**src/rdn_pkg.sv**
```systemverilog
// Shared types and fixed widths for the residual distribution normalizer.
// No dependencies; every other file of the block refers to this package.
package rdn_pkg;

  localparam int DATA_W       = 16;  // p, q and residual width
  localparam int SUM_W        = 22;  // running sum of up to 64 residuals
  localparam int OUT_W        = 17;  // Q1.x result width
  localparam int IN_TDATA_W   = 32;  // {q_value, p_value}
  localparam int OUT_TDATA_W  = 24;  // prob_value padded to whole bytes

  localparam logic [OUT_W-1:0] OUT_SAT = {OUT_W{1'b1}};

  typedef enum logic [2:0] {
    ST_LOAD,   // take words, store residuals, accumulate the sum
    ST_READ,   // issue a buffer read for the current element
    ST_START,  // hand residual and sum to the divider
    ST_DIV,    // divider runs, one quotient bit per cycle
    ST_EMIT    // move the quotient into the output register
  } state_t;

  typedef struct packed {
    logic busy;
    logic done;
  } div_status_t;

endpackage

```
**src/rdn_buf.sv**
```systemverilog
// Residual buffer: one write port, one registered read port.
// Depends on rdn_pkg for the residual width.
module rdn_buf #(
  parameter int MAX_LEN = 64,
  parameter int AW      = 6
) (
  input  logic                      clk,
  input  logic                      wr_en,
  input  logic [AW-1:0]             wr_addr,
  input  logic [rdn_pkg::DATA_W-1:0] wr_data,
  input  logic                      rd_en,
  input  logic [AW-1:0]             rd_addr,
  output logic [rdn_pkg::DATA_W-1:0] rd_data
);

  logic [rdn_pkg::DATA_W-1:0] mem [MAX_LEN];

  always_ff @(posedge clk) begin
    if (wr_en) begin
      mem[wr_addr] <= wr_data;
    end
  end

  always_ff @(posedge clk) begin
    if (rd_en) begin
      rd_data <= mem[rd_addr];
    end
  end

endmodule

```
**src/rdn_div.sv**
```systemverilog
// Bit-serial restoring divider: (r << FRAC_BITS + d/2) / d, one quotient bit per cycle.
// Depends on rdn_pkg for widths and the status struct.
module rdn_div #(
  parameter int FRAC_BITS = 16
) (
  input  logic                        clk,
  input  logic                        rst,
  input  logic                        start,
  input  logic [rdn_pkg::DATA_W-1:0]  residual,
  input  logic [rdn_pkg::SUM_W-1:0]   sum,
  output rdn_pkg::div_status_t        status,
  output logic [rdn_pkg::OUT_W-1:0]   quotient
);

  localparam int QW    = FRAC_BITS + 1;
  localparam int NW    = rdn_pkg::DATA_W + FRAC_BITS + 1;
  localparam int CNT_W = $clog2(QW + 1);
  localparam int QX    = (QW > rdn_pkg::OUT_W) ? QW : rdn_pkg::OUT_W;

  logic [rdn_pkg::SUM_W-1:0] dvs;
  logic [rdn_pkg::SUM_W-1:0] rem;
  logic [QW-1:0]             shreg;  // numerator bits out, quotient bits in
  logic [CNT_W-1:0]          cnt;
  logic                      done;

  logic [rdn_pkg::SUM_W-1:0] dvs_next;
  logic [NW-1:0]             num;
  logic [rdn_pkg::SUM_W:0]   trial;
  logic [rdn_pkg::SUM_W:0]   diff;
  logic                      ge;
  logic [QX-1:0]             qx;

  // Zero sum divides by one LSB.
  assign dvs_next = (sum == '0) ? rdn_pkg::SUM_W'(1) : sum;
  assign num      = {1'b0, residual, FRAC_BITS'(0)} + NW'(dvs_next >> 1);

  assign trial = {rem, shreg[QW-1]};
  assign diff  = trial - {1'b0, dvs};
  assign ge    = (trial >= {1'b0, dvs});

  always_ff @(posedge clk) begin
    if (rst) begin
      cnt  <= '0;
      done <= 1'b0;
    end else if (start) begin
      cnt  <= CNT_W'(QW);
      done <= 1'b0;
    end else if (cnt != '0) begin
      cnt  <= cnt - CNT_W'(1);
      done <= (cnt == CNT_W'(1));
    end else begin
      done <= 1'b0;
    end
  end

  // The quotient fits in QW bits, so the upper numerator bits are already below d.
  always_ff @(posedge clk) begin
    if (start) begin
      dvs   <= dvs_next;
      rem   <= rdn_pkg::SUM_W'(num[NW-1:QW]);
      shreg <= num[QW-1:0];
    end else if (cnt != '0) begin
      rem   <= ge ? diff[rdn_pkg::SUM_W-1:0] : trial[rdn_pkg::SUM_W-1:0];
      shreg <= {shreg[QW-2:0], ge};
    end
  end

  assign qx          = QX'(shreg);
  assign quotient    = ((qx >> rdn_pkg::OUT_W) != '0) ? rdn_pkg::OUT_SAT
                                                      : qx[rdn_pkg::OUT_W-1:0];
  assign status.busy = (cnt != '0);
  assign status.done = done;

endmodule

```
**src/residual_distribution_normalizer.sv**
```systemverilog
// Top level of the residual distribution normalizer.
// Depends on rdn_pkg, rdn_buf and rdn_div.
//
// Usage:
//   Slave stream (s_*) carries one element per word: p and q as unsigned
//   Q0.16 fractions, s_tlast on the final element of a distribution.
//   Each word stores max(0, p - q) and adds it to a running sum. The word
//   with s_tlast, or the word that fills MAX_LEN entries, closes the run.
//   Master stream (m_*) then returns one word per stored element, each the
//   residual divided by the sum in unsigned Q1.FRAC_BITS, rounded to
//   nearest, m_tlast on the final element. A zero sum gives all zeros.
// Timing:
//   Loading takes one word per cycle. After the closing word, s_tready is
//   low and each result passes in turn through buffer read, divider load,
//   FRAC_BITS + 1 steps of the bit-serial divider, its done flag and the
//   move to the output register; the next element starts only after that.
//   The divider sets the rate, and receiver stalls hold the emit step.
//   Loading of the next run starts once the last result is in the output
//   register.
// Reset and stall:
//   rst clears the sum, the element count and the output valid. When the
//   receiver holds m_tready low, the output register holds its word and
//   the sequencer waits in its emit step; no result is dropped.
module residual_distribution_normalizer #(
  parameter int MAX_LEN   = 64,
  parameter int FRAC_BITS = 16
) (
  input  logic                             clk,
  input  logic                             rst,
  input  logic                             s_tvalid,
  output logic                             s_tready,
  input  logic [rdn_pkg::IN_TDATA_W-1:0]   s_tdata,   // [15:0] p_value, [31:16] q_value
  input  logic                             s_tlast,   // last_item
  output logic                             m_tvalid,
  input  logic                             m_tready,
  output logic [rdn_pkg::OUT_TDATA_W-1:0]  m_tdata,   // [16:0] prob_value, [23:17] zero
  output logic                             m_tlast    // run_end
);

  localparam int AW = (MAX_LEN > 1) ? $clog2(MAX_LEN) : 1;

  rdn_pkg::state_t state, state_next;

  logic [AW-1:0]                count, count_next;   // write index of the run
  logic [AW-1:0]                idx, idx_next;       // element being normalized
  logic [rdn_pkg::SUM_W-1:0]    sum, sum_next;
  logic [rdn_pkg::OUT_W-1:0]    out_data, out_data_next;
  logic                         out_last, out_last_next;
  logic                         out_valid, out_valid_next;

  logic [rdn_pkg::DATA_W-1:0]   p_value, q_value, residual;
  logic                         accept, run_close;
  logic                         wr_en, rd_en, div_start;
  logic [rdn_pkg::DATA_W-1:0]   rd_data;
  rdn_pkg::div_status_t         div_status;
  logic [rdn_pkg::OUT_W-1:0]    quotient;
  logic                         out_free;

  assign p_value  = s_tdata[rdn_pkg::DATA_W-1:0];
  assign q_value  = s_tdata[2*rdn_pkg::DATA_W-1:rdn_pkg::DATA_W];
  assign residual = (p_value > q_value) ? (p_value - q_value) : '0;

  assign s_tready  = (state == rdn_pkg::ST_LOAD);
  assign accept    = s_tvalid && s_tready;
  assign run_close = s_tlast || (count == AW'(MAX_LEN - 1));
  assign out_free  = !out_valid || m_tready;

  rdn_buf #(
    .MAX_LEN (MAX_LEN),
    .AW      (AW)
  ) u_buf (
    .clk     (clk),
    .wr_en   (wr_en),
    .wr_addr (count),
    .wr_data (residual),
    .rd_en   (rd_en),
    .rd_addr (idx),
    .rd_data (rd_data)
  );

  rdn_div #(
    .FRAC_BITS (FRAC_BITS)
  ) u_div (
    .clk      (clk),
    .rst      (rst),
    .start    (div_start),
    .residual (rd_data),
    .sum      (sum),
    .status   (div_status),
    .quotient (quotient)
  );

  always_ff @(posedge clk) begin
    if (rst) begin
      state     <= rdn_pkg::ST_LOAD;
      count     <= '0;
      sum       <= '0;
      out_valid <= 1'b0;
    end else begin
      state     <= state_next;
      count     <= count_next;
      sum       <= sum_next;
      out_valid <= out_valid_next;
    end
  end

  // Payload and index need no reset.
  always_ff @(posedge clk) begin
    idx      <= idx_next;
    out_data <= out_data_next;
    out_last <= out_last_next;
  end

  always_comb begin
    state_next     = state;
    count_next     = count;
    idx_next       = idx;
    sum_next       = sum;
    out_data_next  = out_data;
    out_last_next  = out_last;
    out_valid_next = out_valid && !m_tready;
    wr_en          = 1'b0;
    rd_en          = 1'b0;
    div_start      = 1'b0;
    unique case (state)
      rdn_pkg::ST_LOAD: begin
        if (accept) begin
          wr_en    = 1'b1;
          sum_next = sum + rdn_pkg::SUM_W'(residual);
          if (run_close) begin
            // hold count at the final index; it marks the end of the run
            idx_next   = '0;
            state_next = rdn_pkg::ST_READ;
          end else begin
            count_next = count + AW'(1);
          end
        end
      end
      rdn_pkg::ST_READ: begin
        rd_en      = 1'b1;
        state_next = rdn_pkg::ST_START;
      end
      rdn_pkg::ST_START: begin
        div_start  = 1'b1;
        state_next = rdn_pkg::ST_DIV;
      end
      rdn_pkg::ST_DIV: begin
        if (div_status.done) begin
          state_next = rdn_pkg::ST_EMIT;
        end
      end
      rdn_pkg::ST_EMIT: begin
        if (out_free) begin
          out_data_next  = quotient;
          out_last_next  = (idx == count);
          out_valid_next = 1'b1;
          if (idx == count) begin
            // run done: clear for the next distribution
            count_next = '0;
            sum_next   = '0;
            state_next = rdn_pkg::ST_LOAD;
          end else begin
            idx_next   = idx + AW'(1);
            state_next = rdn_pkg::ST_READ;
          end
        end
      end
      default: begin
        state_next = rdn_pkg::ST_LOAD;
      end
    endcase
  end

  assign m_tvalid = out_valid;
  assign m_tdata  = rdn_pkg::OUT_TDATA_W'(out_data);
  assign m_tlast  = out_last;

endmodule

```
**config.mk**
```make
export PLATFORM = sky130hd
export DESIGN_NAME = residual_distribution_normalizer
export DESIGN_NICKNAME = d
export VERILOG_FILES = /design/src/rdn_pkg.sv /design/src/rdn_buf.sv /design/src/rdn_div.sv /design/src/residual_distribution_normalizer.sv
export SDC_FILE = /design/constraint.sdc
export NUM_CORES = 2
export LEC_CHECK = 0
export BUFFER_PORTS_ARGS = -buffer_cell sky130_fd_sc_hd__buf_2
export CAP_MARGIN = 20
export CORE_MARGIN = 2
export CORE_UTILIZATION = 57
export CTS_BUF_LIST = sky130_fd_sc_hd__clkbuf_8 sky130_fd_sc_hd__clkbuf_16
export DETAILED_ROUTE_END_ITERATION = 8
export HOLD_SLACK_MARGIN = 0.06
export PLACE_DENSITY = 0.79
export SYNTH_ARGS = -nofsm -noshare
export SYNTH_HDL_FRONTEND = slang
export SYNTH_SLANG_ARGS = --single-unit
```
**constraint.sdc**
```tcl
create_clock -name clk -period 6.9 [get_ports clk]
set_clock_uncertainty 0.05 [all_clocks]
set_input_delay 0.69 -clock clk [delete_from_list [all_inputs] [get_ports clk]]
set_output_delay 0.69 -clock clk [all_outputs]
set_load 0.01 [all_outputs]
```
==> impl.org <==
** STA
- The final-report hold violation count is 0.
- Derived from the worst setup path, the maximum achievable clock frequency is 195.2 MHz.
- For the pin with the worst max-slew slack, the measured transition is 1.055 ns.
- Final period utilization :: 0.7425
- Post-layout minimum cycle time :: 5.123 ns
- Setup repair after global routing left no endpoint under its margin.
- Headroom to the max-slew limit :: 0.2940
- Setup violations remaining at the end of the flow were counted as 0.
- On the final layout, the worst hold slack is 0.3960 ns.
- Pins over their slew limit :: 0
- In the post-route analysis, the smallest setup slack over all paths is 1.777 ns.
- After routing, the total negative slack on setup checks comes to 0 ns.

** Route
- After detailed routing, the wire length on met1 is 43.81 mm.
- Routed wirelength normalized by instance count :: 31.25 um
- Total DRC errors in the routed layout :: 0
- Top layer in use :: met5
- Via count of the routed design :: 25540
- For this block, the initial DRC count from the detailed router was 3138.
- The pre-antenna-repair detailed-routing pass consisted of 6 iterations.
- In the detailed route, the total length drawn on met2 is 58.27 mm.
- Wires add up to 118.7 mm.
- In the routed layout, each cell is associated on average with a via count of 6.721.
- Summed over all nets, wire length on met3 after detailed routing comes to 11.73 mm.
- The count of nets left with antenna violations once routing finished came out at 0.

** Clock network
- Largest buffer count on any clock path :: 3
- Reg clk slew, reported paths :: 0.06 ns
- The later pin in the worst-skew pair is clocked with a latency of 0.68 ns.
- The cell sitting at the root of the clock tree is a sky130_fd_sc_hd__clkbuf_16.
- CTS tree :: built
- Number of H-tree branching levels :: 3
- Counting every sink on the clock net gives 1163.
- Post-CTS Resized :: 0
- After clock tree synthesis, the setup repair step added 0 buffers.
- In this run, CTS created clock tree buffers numbering 110.
- In this run, post-CTS hold repair placed 0 buffers.

** Final layout
- The layout has 5314 filler cells.
- Of the cells placed in the final design, the portion with a size suffix greater than 1 is 0.2464.
- Post-layout util :: 0.6404
- From synthesis to final layout, the design area changed by 11.45%.
- The finished layout holds 3800 standard cells, fillers aside.
- For this run, the post-layout net count is 2735.

** Placed design
- The number of placed instances, taps included, is 3593.
- Final GP Congestion :: 0.8713
- Half-perimeter wire length of the detailed placement result :: 65.11 mm
- Worst setup slack before clock tree synthesis :: 1.137 ns
- Count of input and output buffers :: 56

** Global route
- In the global route stage, overall resource usage came out at 0.2784.
- Entering global routing, the biggest net connects 141 pins.
- The via count of the first global-routing pass was 25680.
- Number of antenna violations at the first check in global routing :: 6
- Final global-route overflow total :: 0
- The first global-routing pass estimated 171.8 mm of wire.

** Worst setup path
- Worst endpoint required time :: 7.39 ns
- Worst path most repeated cell :: sky130_fd_sc_hd__o21ai_1
- The worst setup path is captured at a flop.
- Worst setup path startpoint :: s_tdata[0]
- Cell family contributing the most delay on the critical path :: compound AO/OA/AOI/OAI gates
- Launch point of the worst reg-to-reg path :: idx[0]
- Delay of the slowest cell on the worst path :: 0.40 ns
- The setup path with the least slack is of type primary input to flop.
- Combined buffer and inverter count along the critical path :: 3
- Data on the critical path arrives at its endpoint at 5.61 ns.
- Crit start category :: primary input
- Along the worst path, the maximum fanout reaches 17.
- Crit path max-delay cell type :: sky130_fd_sc_hd__fa_1
- The critical path goes through buf_2 > inv_1 > ha_1 > fa_1 > nor2b_1 > o21a_1 > o21ai_1 > a21oi_1 > o21bai_1 > a31oi_1 > o21ai_4 > nor2_4 > ha_1 > inv_1 > fa_1 > nor2b_1 > o21ai_1 > a21boi_1 > o211ai_1 > a21oi_1 > o31ai_1 > o21ai_1 > mux2_1.

** Synthesis
- In the synthesized netlist the dominant register cell turns out to be sky130_fd_sc_hd__edfxtp_1.
- Of the total synthesized cell area, the portion taken by XOR and XNOR cells is 0.01096.
- The compound-cell area share of the yosys netlist came to 0.02869.
- Of the total synthesized cell area, the portion taken by full adders, half adders and majority gates is 0.01838.
- Of the synthesized area, sequential elements account for 0.7194.
- By area, the combinational part of the netlist is dominated by multiplexers.
- Measured against the total synthesized area, the mux share comes to 0.1600.
- After synthesis, the netlist uses 71 different library cells.
- Async SR Flop Fraction :: 0
- Number of flops mapped to enable cells by yosys :: 1119
- In the synthesized netlist, the number of instances is 2505.
- The synthesized netlist occupies a cell area of 47930 um2.
- The synthesized design contains 1163 register bits.
- Yosys warns :: 0
- Each instance of the synthesized netlist takes up on average 19.13 um2.
- Simple-gate share of the synthesized area :: 0.04265

** Run
- Max cap viols :: 0

** Power
- IR analysis of the VDD net gives a maximum drop of 0.3378 mV.
- Pwr Density :: 331.1 nW/um2
- Leak :: 16.58 nW
- Logic pwr share :: 0.187
- Sw Ratio :: 0.2704
- Of the total power, registers draw 0.478.
- Internal power comes to 12.91 mW.
- Proportion of power drawn by the clock network :: 0.335
- Summed over all nets, the switching power comes to 4.784 mW.

** Floorplan
- Effective utilization at floorplan :: 0.5746
- Core box area :: 83420 um2
- The floorplan step set the die height to 294.0 um.
- The die is 294.0 um wide.
- Die area :: 86430 um2
- Floorplan row count :: 106
- Boundary pin count :: 64

** Worst hold path
- The min-delay analysis places its worst path in the category flop to flop.
- Hold Path Origin :: u_div.quotient[7]

** Outcome
- Outcome :: complete, no violations
-- layout by cell type, fill, tap and decap left out, types with 20 or more instances in the layout --
| cell type | n |
|---|---|
| sky130_fd_sc_hd__and3_1 | 20 |
| sky130_fd_sc_hd__dfxtp_1 | 44 |
| sky130_fd_sc_hd__nand2_1 | 122 |
| sky130_fd_sc_hd__o21ai_0 | 23 |
| sky130_fd_sc_hd__a31oi_1 | 21 |
| sky130_fd_sc_hd__xor2_1 | 27 |
| sky130_fd_sc_hd__mux4_2 | 336 |
| sky130_fd_sc_hd__nor2_1 | 139 |
| sky130_fd_sc_hd__clkinv_2 | 23 |
| sky130_fd_sc_hd__clkbuf_16 | 110 |
| sky130_fd_sc_hd__edfxtp_1 | 1119 |
| sky130_fd_sc_hd__clkinv_1 | 24 |
| sky130_fd_sc_hd__inv_1 | 95 |
| sky130_fd_sc_hd__nand3_1 | 29 |
| sky130_fd_sc_hd__a21oi_1 | 59 |
| sky130_fd_sc_hd__buf_4 | 82 |
| sky130_fd_sc_hd__buf_2 | 56 |
| sky130_fd_sc_hd__xnor2_1 | 33 |
| sky130_fd_sc_hd__ha_1 | 64 |
-- routing by layer --
metal / track usage / up-vias
li1: - / 10400
met1: 0.3781 / 13290
met2: 0.4498 / 1582
met3: 0.05038 / 272
met4: 0.1190 / 2
met5: 0 / -
-- registers in the layout (all words and copies together) (netlist names), 5 cells and up --
name / cells
u_buf.mem: 1024
sum: 22
u_div.dvs: 22
u_div.rem: 22
out_data: 17
u_div.quotient: 17
u_buf.rd_data: 16
count: 6
idx: 6
u_div.cnt: 5
-- through the flow --
step,area (um2),power [mW]
after floorplan,47980,10.88
after global placement,49820,11.73
after detailed placement,49820,11.84
after CTS,53340,17.72
after global routing,53420,18.24
final,53420,17.69
-- kinds of logic (layout without fill, tap and decap cells) --
kind of cell / Yosys count / count (layout)
adders and majority gates: 68 / 68
and+or+nand+nor: 439 / 439
muxes: 346 / 346
AOI/OAI and AO/OA: 212 / 212
buffers and inverters: 216 / 424
xor gates and xnor gates: 60 / 60
DFF: 1163 / 1163
other: 1 / 8
-- worst reg2reg max path: stages, from the launching register on --
cell and delay, ns:
sky130_fd_sc_hd__edfxtp_1 0.85, sky130_fd_sc_hd__buf_12 0.61, sky130_fd_sc_hd__mux4_2 0.81, sky130_fd_sc_hd__mux4_2 0.60
sky130_fd_sc_hd__mux4_2 0.56
-- cell type report --
type                            instances  area, um2  share of cell area
Timing Repair Buffer                  149       1094             0.02047
Clock buffer                          112       2780             0.05204
Antenna cell                            1      2.502          0.00004684
Inverter                               74      277.8            0.005200
Sequential cell                      1163      34480              0.6455
Multi-Input combinational cell       1132      12690              0.2376
Clock inverter                         89      738.2             0.01382
Tap cell                             1080       1351             0.02530
-- path summary, 6_finish.rpt --
check | to | cells after the start | slack, ns
setup / recovery | sum[20] | 23 | 1.78
hold / removal | out_data[7] | 0 | 0.40
setup reg to reg | u_buf.rd_data[8] | 4 | 3.15
hold reg to reg | out_data[7] | 0 | 0.40
-- power groups by stage --
stage	logic [mW]	registers, mW	clock network [mW]
3_3_place_gp	3.15	8.58	0
6_report	3.31	8.45	5.93
4_1_cts	3.29	8.44	5.98
3_5_place_dp	3.24	8.59	0
5_1_grt	3.55	8.47	6.22
2_1_floorplan	2.37	8.51	0
-- synthesized netlist by cell type (all sizes together) (3+ instances only) --
cell	instances	area [um2]
edfxtp	1119	33600
mux4	336	7567
nor2	151	569.3
nand2	123	461.7
clkbuf	80	300.3
inv	74	277.8
ha	64	800.8
buf	62	370.3
a21oi	60	300.3
dfxtp	44	880.8
o21ai	35	175.2
xnor2	33	289.0
nand3	29	145.1
xor2	27	236.5
nor3	24	125.1
a31oi	22	137.6
and3	20	125.1
a21o	19	142.6
nand4	13	81.33
nand2b	12	75.07
nor2b	11	68.82
or3	11	68.82
nor4	9	56.30
o211ai	9	67.56
nor3b	8	60.06
mux2i	7	70.07
o21a	7	52.55
a211oi	6	45.04
or2	6	37.54
a2111oi	5	43.79
and2	5	31.28
nand3b	5	37.54
o31ai	5	37.54
a211o	4	35.03
a22o	4	35.03
a22oi	4	30.03
a41oi	4	35.03
fa	4	80.08
o21bai	4	30.03
or4	4	30.03
a21boi	3	22.52
mux2	3	33.78
o22ai	3	18.77
o311ai	3	26.28
Note: power is estimated with default switching activity, not from simulation.
